$ cat src/hw/rtl/pfr_pkg.sv
// shared constants and types of the page frame replacement block
`default_nettype none

package pfr_pkg;

  localparam int unsigned FramesDef    = 64;
  localparam int unsigned StampBitsDef = 32;

  localparam int unsigned MODE_W = 2;
  localparam int unsigned IDX_W  = 6;
  localparam int unsigned FCNT_W = 7;

  localparam logic [FCNT_W-1:0] FCNT_RESET = 7'd64;

  typedef enum logic [MODE_W-1:0] {
    MODE_ALLOC   = 2'd0,
    MODE_READ    = 2'd1,
    MODE_WRITE   = 2'd2,
    MODE_RELEASE = 2'd3
  } pfr_mode_e;

  typedef enum logic {
    REG_POLICY      = 1'b0,
    REG_FRAME_COUNT = 1'b1
  } pfr_reg_e;

endpackage

`default_nettype wire

$ cat src/hw/rtl/pfr_ram.sv
// generic single write port ram with registered, write-first read
`default_nettype none

module pfr_ram #(
  parameter int unsigned WIDTH = 8,
  parameter int unsigned DEPTH = 64
) (
  input  wire logic                     clk_i,
  input  wire logic                     we_i,
  input  wire logic [$clog2(DEPTH)-1:0] waddr_i,
  input  wire logic [WIDTH-1:0]         wdata_i,
  input  wire logic [$clog2(DEPTH)-1:0] raddr_i,
  output logic      [WIDTH-1:0]         rdata_o
);

  logic [WIDTH-1:0] mem_q [DEPTH];
  logic [WIDTH-1:0] rdata_q;

  always_ff @(posedge clk_i) begin
    if (we_i) begin
      mem_q[waddr_i] <= wdata_i;
    end
    // same-address read sees the data being written
    if (we_i && (waddr_i == raddr_i)) begin
      rdata_q <= wdata_i;
    end else begin
      rdata_q <= mem_q[raddr_i];
    end
  end

  assign rdata_o = rdata_q;

endmodule

`default_nettype wire

$ cat src/hw/rtl/page_frame_replacement.sv
// page frame replacement: frame table in ram, sequenced lru and enhanced clock search
//
// channel   direction  signals                                        handshake
// config    in         cfg_we_i, cfg_idx_i, cfg_data_i                write when cfg_we_i
// request   in         start, mode_i, frame_index_i                   start && !busy
// result    out        done_o, frame_out_o, evicted_o,                one-cycle strobe
//                      write_back_o, status_o
//
// access or release: read the frame, then update it and report; an out-of-range index
// reports straight from idle. allocate: scan from frame 0 for the lowest free frame, else
// take an lru victim after the scan; the clock search follows the scan, one frame a cycle
// through the single ram read port.
// after reset a clearing pass sweeps the frame table; busy is high.
// results cannot be stalled: each item is shown for one cycle as the block goes idle.
`default_nettype none

module page_frame_replacement
  import pfr_pkg::*;
#(
  parameter int unsigned FRAMES     = FramesDef,
  parameter int unsigned STAMP_BITS = StampBitsDef
) (
  input  wire logic              clk_i,
  input  wire logic              rst_ni,
  input  wire logic              cfg_we_i,
  input  wire logic              cfg_idx_i,
  input  wire logic [FCNT_W-1:0] cfg_data_i,
  input  wire logic              start,
  output logic                   busy,
  input  wire logic [MODE_W-1:0] mode_i,
  input  wire logic [IDX_W-1:0]  frame_index_i,
  output logic                   done_o,
  output logic      [IDX_W-1:0]  frame_out_o,
  output logic                   evicted_o,
  output logic                   write_back_o,
  output logic                   status_o
);

  localparam int unsigned FW = $clog2(FRAMES);
  localparam int unsigned CW = ($clog2(FRAMES + 1) > FCNT_W) ? $clog2(FRAMES + 1) : FCNT_W;
  localparam int unsigned WW = STAMP_BITS + 3;
  localparam int unsigned OCC_B = STAMP_BITS + 2;
  localparam int unsigned USE_B = STAMP_BITS + 1;
  localparam int unsigned MOD_B = STAMP_BITS;

  localparam logic [2:0] S_CLEAR = 3'd0;
  localparam logic [2:0] S_IDLE  = 3'd1;
  localparam logic [2:0] S_ACC   = 3'd2;
  localparam logic [2:0] S_SCAN  = 3'd3;
  localparam logic [2:0] S_CLK   = 3'd4;
  localparam logic [2:0] S_WR    = 3'd5;

  logic [2:0]            state_q, state_d;
  logic                  policy_q;
  logic [FCNT_W-1:0]     fcount_q;
  logic [STAMP_BITS-1:0] stamp_q, stamp_d;
  logic [FW-1:0]         hand_q, hand_d;
  logic [FW-1:0]         chk_q, chk_d;
  logic [CW-1:0]         k_q, k_d;
  logic                  pass_q, pass_d;
  logic [FW-1:0]         best_q, best_d;
  logic [STAMP_BITS-1:0] best_age_q, best_age_d;
  logic                  best_mod_q, best_mod_d;
  logic [FW-1:0]         vic_q, vic_d;
  logic                  vic_ev_q, vic_ev_d;
  logic                  vic_wb_q, vic_wb_d;
  pfr_mode_e             mode_q, mode_d;
  logic                  done_q, done_d;
  logic [IDX_W-1:0]      fo_q, fo_d;
  logic                  ev_q, ev_d;
  logic                  wb_q, wb_d;
  logic                  st_q, st_d;

  logic [FW-1:0]         ram_raddr;
  logic [FW-1:0]         ram_waddr;
  logic                  ram_we;
  logic [WW-1:0]         ram_wdata;
  logic [WW-1:0]         ram_rdata;

  logic [CW-1:0]         fc_ext;
  logic [CW-1:0]         n_act;
  logic [CW-1:0]         last_addr;
  logic                  chk_last;
  logic [FW-1:0]         chk_next;
  logic [FW-1:0]         hand_start;
  logic                  idx_in_range;
  logic [FW-1:0]         idx_frame;
  logic                  rd_occ, rd_use, rd_mod;
  logic [STAMP_BITS-1:0] rd_stamp;
  logic [STAMP_BITS-1:0] age;
  logic                  lru_take;

  pfr_ram #(
    .WIDTH (WW),
    .DEPTH (FRAMES)
  ) u_ram (
    .clk_i   (clk_i),
    .we_i    (ram_we),
    .waddr_i (ram_waddr),
    .wdata_i (ram_wdata),
    .raddr_i (ram_raddr),
    .rdata_o (ram_rdata)
  );

  assign rd_occ   = ram_rdata[OCC_B];
  assign rd_use   = ram_rdata[USE_B];
  assign rd_mod   = ram_rdata[MOD_B];
  assign rd_stamp = ram_rdata[STAMP_BITS-1:0];

  // active frame count clamped to 1..FRAMES
  assign fc_ext = CW'(fcount_q);
  always_comb begin
    if (fc_ext == '0) begin
      n_act = CW'(1);
    end else if (fc_ext > CW'(FRAMES)) begin
      n_act = CW'(FRAMES);
    end else begin
      n_act = fc_ext;
    end
  end

  assign last_addr    = n_act - CW'(1);
  assign chk_last     = (CW'(chk_q) == last_addr);
  assign chk_next     = chk_last ? '0 : chk_q + FW'(1);
  assign hand_start   = (CW'(hand_q) < n_act) ? hand_q : '0;
  assign idx_in_range = (CW'(frame_index_i) < n_act);
  assign idx_frame    = FW'(frame_index_i);
  assign age          = stamp_q - rd_stamp;
  assign lru_take     = (chk_q == '0) || (age > best_age_q);

  always_comb begin
    state_d    = state_q;
    stamp_d    = stamp_q;
    hand_d     = hand_q;
    chk_d      = chk_q;
    k_d        = k_q;
    pass_d     = pass_q;
    best_d     = best_q;
    best_age_d = best_age_q;
    best_mod_d = best_mod_q;
    vic_d      = vic_q;
    vic_ev_d   = vic_ev_q;
    vic_wb_d   = vic_wb_q;
    mode_d     = mode_q;
    done_d     = 1'b0;
    fo_d       = fo_q;
    ev_d       = ev_q;
    wb_d       = wb_q;
    st_d       = st_q;
    ram_raddr  = chk_next;
    ram_we     = 1'b0;
    ram_waddr  = chk_q;
    ram_wdata  = ram_rdata;

    unique case (state_q)
      S_CLEAR: begin
        ram_we    = 1'b1;
        ram_wdata = '0;
        chk_d     = chk_q + FW'(1);
        if (CW'(chk_q) == CW'(FRAMES - 1)) begin
          state_d = S_IDLE;
        end
      end
      S_IDLE: begin
        ram_raddr = (mode_i == MODE_ALLOC) ? '0 : idx_frame;
        if (start) begin
          mode_d = pfr_mode_e'(mode_i);
          if (mode_i == MODE_ALLOC) begin
            chk_d   = '0;
            state_d = S_SCAN;
          end else if (!idx_in_range) begin
            done_d = 1'b1;
            fo_d   = frame_index_i;
            ev_d   = 1'b0;
            wb_d   = 1'b0;
            st_d   = 1'b1;
          end else begin
            chk_d   = idx_frame;
            state_d = S_ACC;
          end
        end
      end
      S_ACC: begin
        if (mode_q == MODE_RELEASE) begin
          ram_we    = 1'b1;
          ram_wdata = {3'b000, rd_stamp};
        end else if (rd_occ) begin
          ram_we    = 1'b1;
          ram_wdata = {1'b1, 1'b1, rd_mod | (mode_q == MODE_WRITE), stamp_q};
          stamp_d   = stamp_q + STAMP_BITS'(1);
        end
        done_d  = 1'b1;
        fo_d    = IDX_W'(chk_q);
        ev_d    = 1'b0;
        wb_d    = 1'b0;
        st_d    = 1'b0;
        state_d = S_IDLE;
      end
      S_SCAN: begin
        // lowest free frame, with the oldest stamp tracked on the way
        chk_d = chk_next;
        if (!rd_occ) begin
          vic_d    = chk_q;
          vic_ev_d = 1'b0;
          vic_wb_d = 1'b0;
          state_d  = S_WR;
        end else begin
          if (lru_take) begin
            best_d     = chk_q;
            best_age_d = age;
            best_mod_d = rd_mod;
          end
          if (chk_last) begin
            if (!policy_q) begin
              vic_d    = lru_take ? chk_q : best_q;
              vic_wb_d = lru_take ? rd_mod : best_mod_q;
              vic_ev_d = 1'b1;
              state_d  = S_WR;
            end else begin
              ram_raddr = hand_start;
              chk_d     = hand_start;
              k_d       = '0;
              pass_d    = 1'b0;
              state_d   = S_CLK;
            end
          end
        end
      end
      S_CLK: begin
        // first pass seeks clean unused frames, second seeks dirty ones and clears use
        chk_d = chk_next;
        k_d   = k_q + CW'(1);
        if (!rd_use && (rd_mod == pass_q)) begin
          vic_d    = chk_q;
          vic_ev_d = 1'b1;
          vic_wb_d = pass_q;
          state_d  = S_WR;
        end else begin
          if (pass_q) begin
            ram_we    = 1'b1;
            ram_wdata = {rd_occ, 1'b0, rd_mod, rd_stamp};
          end
          if (k_q == last_addr) begin
            k_d    = '0;
            pass_d = ~pass_q;
          end
        end
      end
      S_WR: begin
        ram_we    = 1'b1;
        ram_waddr = vic_q;
        ram_wdata = {1'b1, 1'b1, 1'b0, stamp_q};
        stamp_d   = stamp_q + STAMP_BITS'(1);
        if (policy_q && vic_ev_q) begin
          hand_d = vic_q;
        end
        done_d  = 1'b1;
        fo_d    = IDX_W'(vic_q);
        ev_d    = vic_ev_q;
        wb_d    = vic_wb_q;
        st_d    = 1'b0;
        state_d = S_IDLE;
      end
      default: begin
        state_d = S_IDLE;
      end
    endcase
  end

  always_ff @(posedge clk_i or negedge rst_ni) begin
    if (!rst_ni) begin
      state_q  <= S_CLEAR;
      policy_q <= 1'b0;
      fcount_q <= FCNT_RESET;
      stamp_q  <= '0;
      hand_q   <= '0;
      chk_q    <= '0;
      k_q      <= '0;
      pass_q   <= 1'b0;
      done_q   <= 1'b0;
    end else begin
      state_q <= state_d;
      stamp_q <= stamp_d;
      hand_q  <= hand_d;
      chk_q   <= chk_d;
      k_q     <= k_d;
      pass_q  <= pass_d;
      done_q  <= done_d;
      if (cfg_we_i) begin
        unique case (pfr_reg_e'(cfg_idx_i))
          REG_POLICY:      policy_q <= cfg_data_i[0];
          REG_FRAME_COUNT: fcount_q <= cfg_data_i;
          default:         policy_q <= policy_q;
        endcase
      end
    end
  end

  always_ff @(posedge clk_i) begin
    best_q     <= best_d;
    best_age_q <= best_age_d;
    best_mod_q <= best_mod_d;
    vic_q      <= vic_d;
    vic_ev_q   <= vic_ev_d;
    vic_wb_q   <= vic_wb_d;
    mode_q     <= mode_d;
    fo_q       <= fo_d;
    ev_q       <= ev_d;
    wb_q       <= wb_d;
    st_q       <= st_d;
  end

  assign busy         = (state_q != S_IDLE);
  assign done_o       = done_q;
  assign frame_out_o  = fo_q;
  assign evicted_o    = ev_q;
  assign write_back_o = wb_q;
  assign status_o     = st_q;

  a_done_idle: assert property (@(posedge clk_i) disable iff (!rst_ni)
    done_o |-> !busy)
    else $error("result shown while block still busy");

  a_range_err: assert property (@(posedge clk_i) disable iff (!rst_ni)
    (start && !busy && (mode_i != MODE_ALLOC) && !idx_in_range) |=> (done_o && status_o))
    else $error("out of range item did not report status");

  a_wb_evict: assert property (@(posedge clk_i) disable iff (!rst_ni)
    (done_o && write_back_o) |-> evicted_o)
    else $error("write-back without eviction");

  a_stamp_adv: assert property (@(posedge clk_i) disable iff (!rst_ni)
    (state_q == S_WR) |=> (stamp_q == STAMP_BITS'($past(stamp_q) + 1'b1)))
    else $error("stamp counter did not advance on allocation");

  a_clear_quiet: assert property (@(posedge clk_i) disable iff (!rst_ni)
    (state_q == S_CLEAR) |-> !done_o)
    else $error("result during clearing pass");

endmodule

`default_nettype wire

$ cat config.mk
export PLATFORM = sky130hd
export DESIGN_NAME = page_frame_replacement
export DESIGN_NICKNAME = d
export VERILOG_FILES = /design/src/hw/rtl/pfr_pkg.sv /design/src/hw/rtl/pfr_ram.sv /design/src/hw/rtl/page_frame_replacement.sv
export SDC_FILE = /design/constraint.sdc
export NUM_CORES = 2
export LEC_CHECK = 0
export ABC_CLOCK_PERIOD_IN_PS = 7080
export BUFFER_PORTS_ARGS = -buffer_cell sky130_fd_sc_hd__clkbuf_2
export CORE_UTILIZATION = 57
export CTS_CLUSTER_DIAMETER = 50
export DETAILED_ROUTE_END_ITERATION = 6
export PLACE_DENSITY = 0.76
export SLEW_MARGIN = 20
export SYNTH_ARGS = -nofsm -noshare
export SYNTH_HDL_FRONTEND = slang
export SYNTH_SLANG_ARGS = --single-unit
$ cat constraint.sdc
create_clock -name clk_i -period 7.08 [get_ports clk_i]
set_clock_uncertainty 0.2 [all_clocks]
set_input_delay 1.416 -clock clk_i [delete_from_list [all_inputs] [get_ports clk_i]]
set_output_delay 1.416 -clock clk_i [all_outputs]
set_load 0.02 [all_outputs]
==> out/results.tsv <==
metric	value	unit
overall power	0.0579	W
GRT Util Overall	0.315	
cell family with most CP delay	compound AO/OA/AOI/OAI gates	
H-tree depth	4	
TritonCTS Buffers	230	
vias in the first global route	50700	
maximum VDD drop	0.454	mV
unique cell type count in the Yosys netlist	80	
ANT nets after route	0	
dpl hpwl	132	mm
multi-input logic area	23800	µm²
syn avg cell area	21.9	µm²
Final Routed Wirelength	264	mm
Area growth, synth to finish	16.8	%
Post-synth EDFFs	2298	
critical path arrival	7930	ps
crit-path max FO	32	
sequential share of the synthesized area	0.746	
placed inst area	101000	µm²
Sink Count	2368	
initial antenna violation count	5	
Worst path slowest cell	mux4_2	
clock share of power	0.208	
Slew headroom	0.217	
CP Class	flip-flop to flip-flop	
Clk Latency, worst-skew pair	870	ps
Hold-fix buffers, CTS	0	
post-route cell area	111000	µm²
WL/cell	36.2	µm
Die W	410	µm
most frequent cells after synthesis	edfxtp_1 (2298), mux4_2 (692), nand2_1 (123)	
port bufs	30	
CP required	7410	ps
P_int	0.0377	W
Max Cap Viol	0	
Row Count	149	
ratio of cells with drive above 1 in the final layout	0.364	
Synth area leader	edfxtp_1	
vias per cell	6.92	
ys flop type	edfxtp_1	
Core Box Area	165000	µm²
top-count cell post-synth	edfxtp_1	
f_max	132	MHz
Hold Path Class	input pin to asynchronous set/reset pin	
Initial Utilization	0.574	
CP max stage delay	530	ps
grt ovf	0	
TNS Setup	-21680	ps
outcome	finished, violations left	
Critical Path Sink Type	flip-flop	
FF+latch area	70700	µm²
sequential share of power	0.380	
setup violators final	46	
unrepaired setup endpoints after global routing	yes	
Area contributors post-synth	edfxtp_1 (73%), mux4_2 (16%), dfrtp_1 (1.7%)	
largest net degree at the start of global routing	65	
DR DRC count	32	
FFs w/ async S/R, synth	0.0270	
Combinational Power Share	0.411	
routed vias	50500	
clk slew on worst S/H paths	60	ps
Final Hold Fails	0	
violated checks	DRC, setup timing	
cells after synthesis	4331	
first-pass GRT wire length	370	mm
routability congestion estimate	0.907	
worst slew pin tran	1160	ps
fillers	9779	
Final Cycle Share	1.07	
die area	168000	µm²
Net count, final	5020	
Worst setup SP type	flip-flop	
Synth Cell Area	94800	µm²
Synth top area share	0.728	
chip height	410	µm
Pwr Density	523	nW/µm²
Top-Level Pins	31	
drt first-iter violations	7988	
Initial DRT Pass Iterations	7	
synthesized flop and latch total	2368	
fin worst setup slack	-513	ps
Pins Over Slew Limit	0	
Psw	0.0202	W
TritonCTS clock tree	built	
clock period minus final worst setup slack	7590	ps
syn_nets	4430	
Max clock buf depth	3	
Root Buffer	clkbuf_16	
static leakage	36.2	nW
WP buf/inv	10	
switch share	0.348	
Yosys warnings	0	
[placed cells by master, fill, tap and decap left out, types with 12 or more instances in the layout]
cell type	Yosys	routed
a21oi_2	4	13
nor2b_1	19	17
edfxtp_1	2298	2298
buf_4	33	442
dfrtp_1	63	63
buf_16	0	16
nand4_1	20	20
o21ai_0	63	45
a21oi_1	74	58
a22oi_1	16	15
nand2b_1	15	14
mux2i_1	17	14
nand3_1	34	30
inv_1	61	58
a21o_1	23	23
nor2_1	66	64
mux4_1	13	12
xor2_1	22	21
nand2_1	123	119
ha_4	0	15
buf_6	25	18
nor4_2	0	64
ha_1	78	60
clkinv_2	0	39
o21ai_4	0	31
mux2_2	33	27
bufinv_16	0	16
nor3_1	21	18
xnor2_1	53	52
and3_1	18	18
buf_12	4	66
clkinv_1	6	51
clkinvlp_4	0	17
clkbuf_1	73	44
mux4_2	692	693
clkbuf_16	0	231
inv_2	15	13
clkbuf_2	0	29
[sequential cells by signal (all words and copies together) (netlist names), 6 cells and up, named ones only]
signal / count
chk_q: 6
best_q: 6
k_q: 7
hand_q: 6
best_age_q: 32
fc_ext: 7
u_ram.mem_q: 2240
frame_out_o: 6
vic_q: 6
stamp_q: 32
[power by group through the flow]
stage | Combinational (W) | Clock, W | Sequential (W)
floorplan | 0.0124 | 0 | 0.0226
CTS | 0.0229 | 0.0121 | 0.0220
global route | 0.0247 | 0.0126 | 0.0221
detailed placement | 0.0212 | 0 | 0.0222
global placement | 0.0205 | 0 | 0.0222
finish | 0.0238 | 0.0121 | 0.0220
[logic make-up after synthesis]
group | share of synthesized area
buffers and inverters | 0.0172
adders and majority gates | 0.0105
DFF | 0.746
and+or+nand+nor | 0.0235
AOI/OAI and AO/OA | 0.0217
xor gates and xnor gates | 0.00693
muxes | 0.174
[final timing paths]
| check | startpoint | endpoint | slack (ps) | depth (start not counted) |
|---|---|---|---|---|
| setup reg to reg | flip-flop | best_age_q[14] | -510 | 31 |
| max in group asynchronous | rst_ni | stamp_q[14] | 5260 | 2 |
| setup / recovery | flip-flop | best_age_q[14] | -510 | 31 |
| hold reg to reg | stamp_q[31] | stamp_q[31] | 340 | 1 |
| hold / removal | rst_ni | fc_ext[4] | 300 | 1 |
| min in group clk_i | stamp_q[31] | stamp_q[31] | 340 | 1 |
[through the flow]
| step | worst slack (ps) | hold slack [ps] | instances | utilization |
|---|---|---|---|---|
| final | -513 | 296 | 7309 | 0.671 |
| after global routing | -673 | 302 | 7306 | 0.671 |
| after CTS | -244 | 270 | 7287 | 0.669 |
| after detailed placement | -480 | 315 | 6775 | 0.614 |
| after global placement | -408 | 315 | 6775 | 0.614 |
| after floorplan | 6.60 | 280 | 4331 | - |
[worst reg2reg max path, delay by kind of cell (launching register included)]
family	cells	cell delay [ps]
AOI/OAI and AO/OA	9	1880
adders and majority gates	2	520
buffers and inverters	10	1500
DFF	1	390
muxes	3	1510
and+or+nand+nor	7	1210
[area by class of cell]
class | count | area share
Clock inverter | 151 | 0.0132
Clock buffer | 277 | 0.0539
Antenna cell | 3 | 0.0000678
Tap cell | 2189 | 0.0247
Timing Repair Buffer | 580 | 0.0509
Inverter | 82 | 0.00303
Multi-Input combinational cell | 1659 | 0.215
Sequential cell | 2368 | 0.639
[per-layer routing]
metal  global-route usage  wire length (µm)
met1                0.424             91300
met2                0.501            128000
met4                0.150             14500
met5                    0                27
met3               0.0612             30600
[repair_timing]
action                                  CTS  global route
cloned                                   11             1
gates resized for setup                 128            45
pin swaps                                50            44
endpoints found under the setup margin   46            46
setup buffers                            76            24
(Power assumes the default switching activity.)
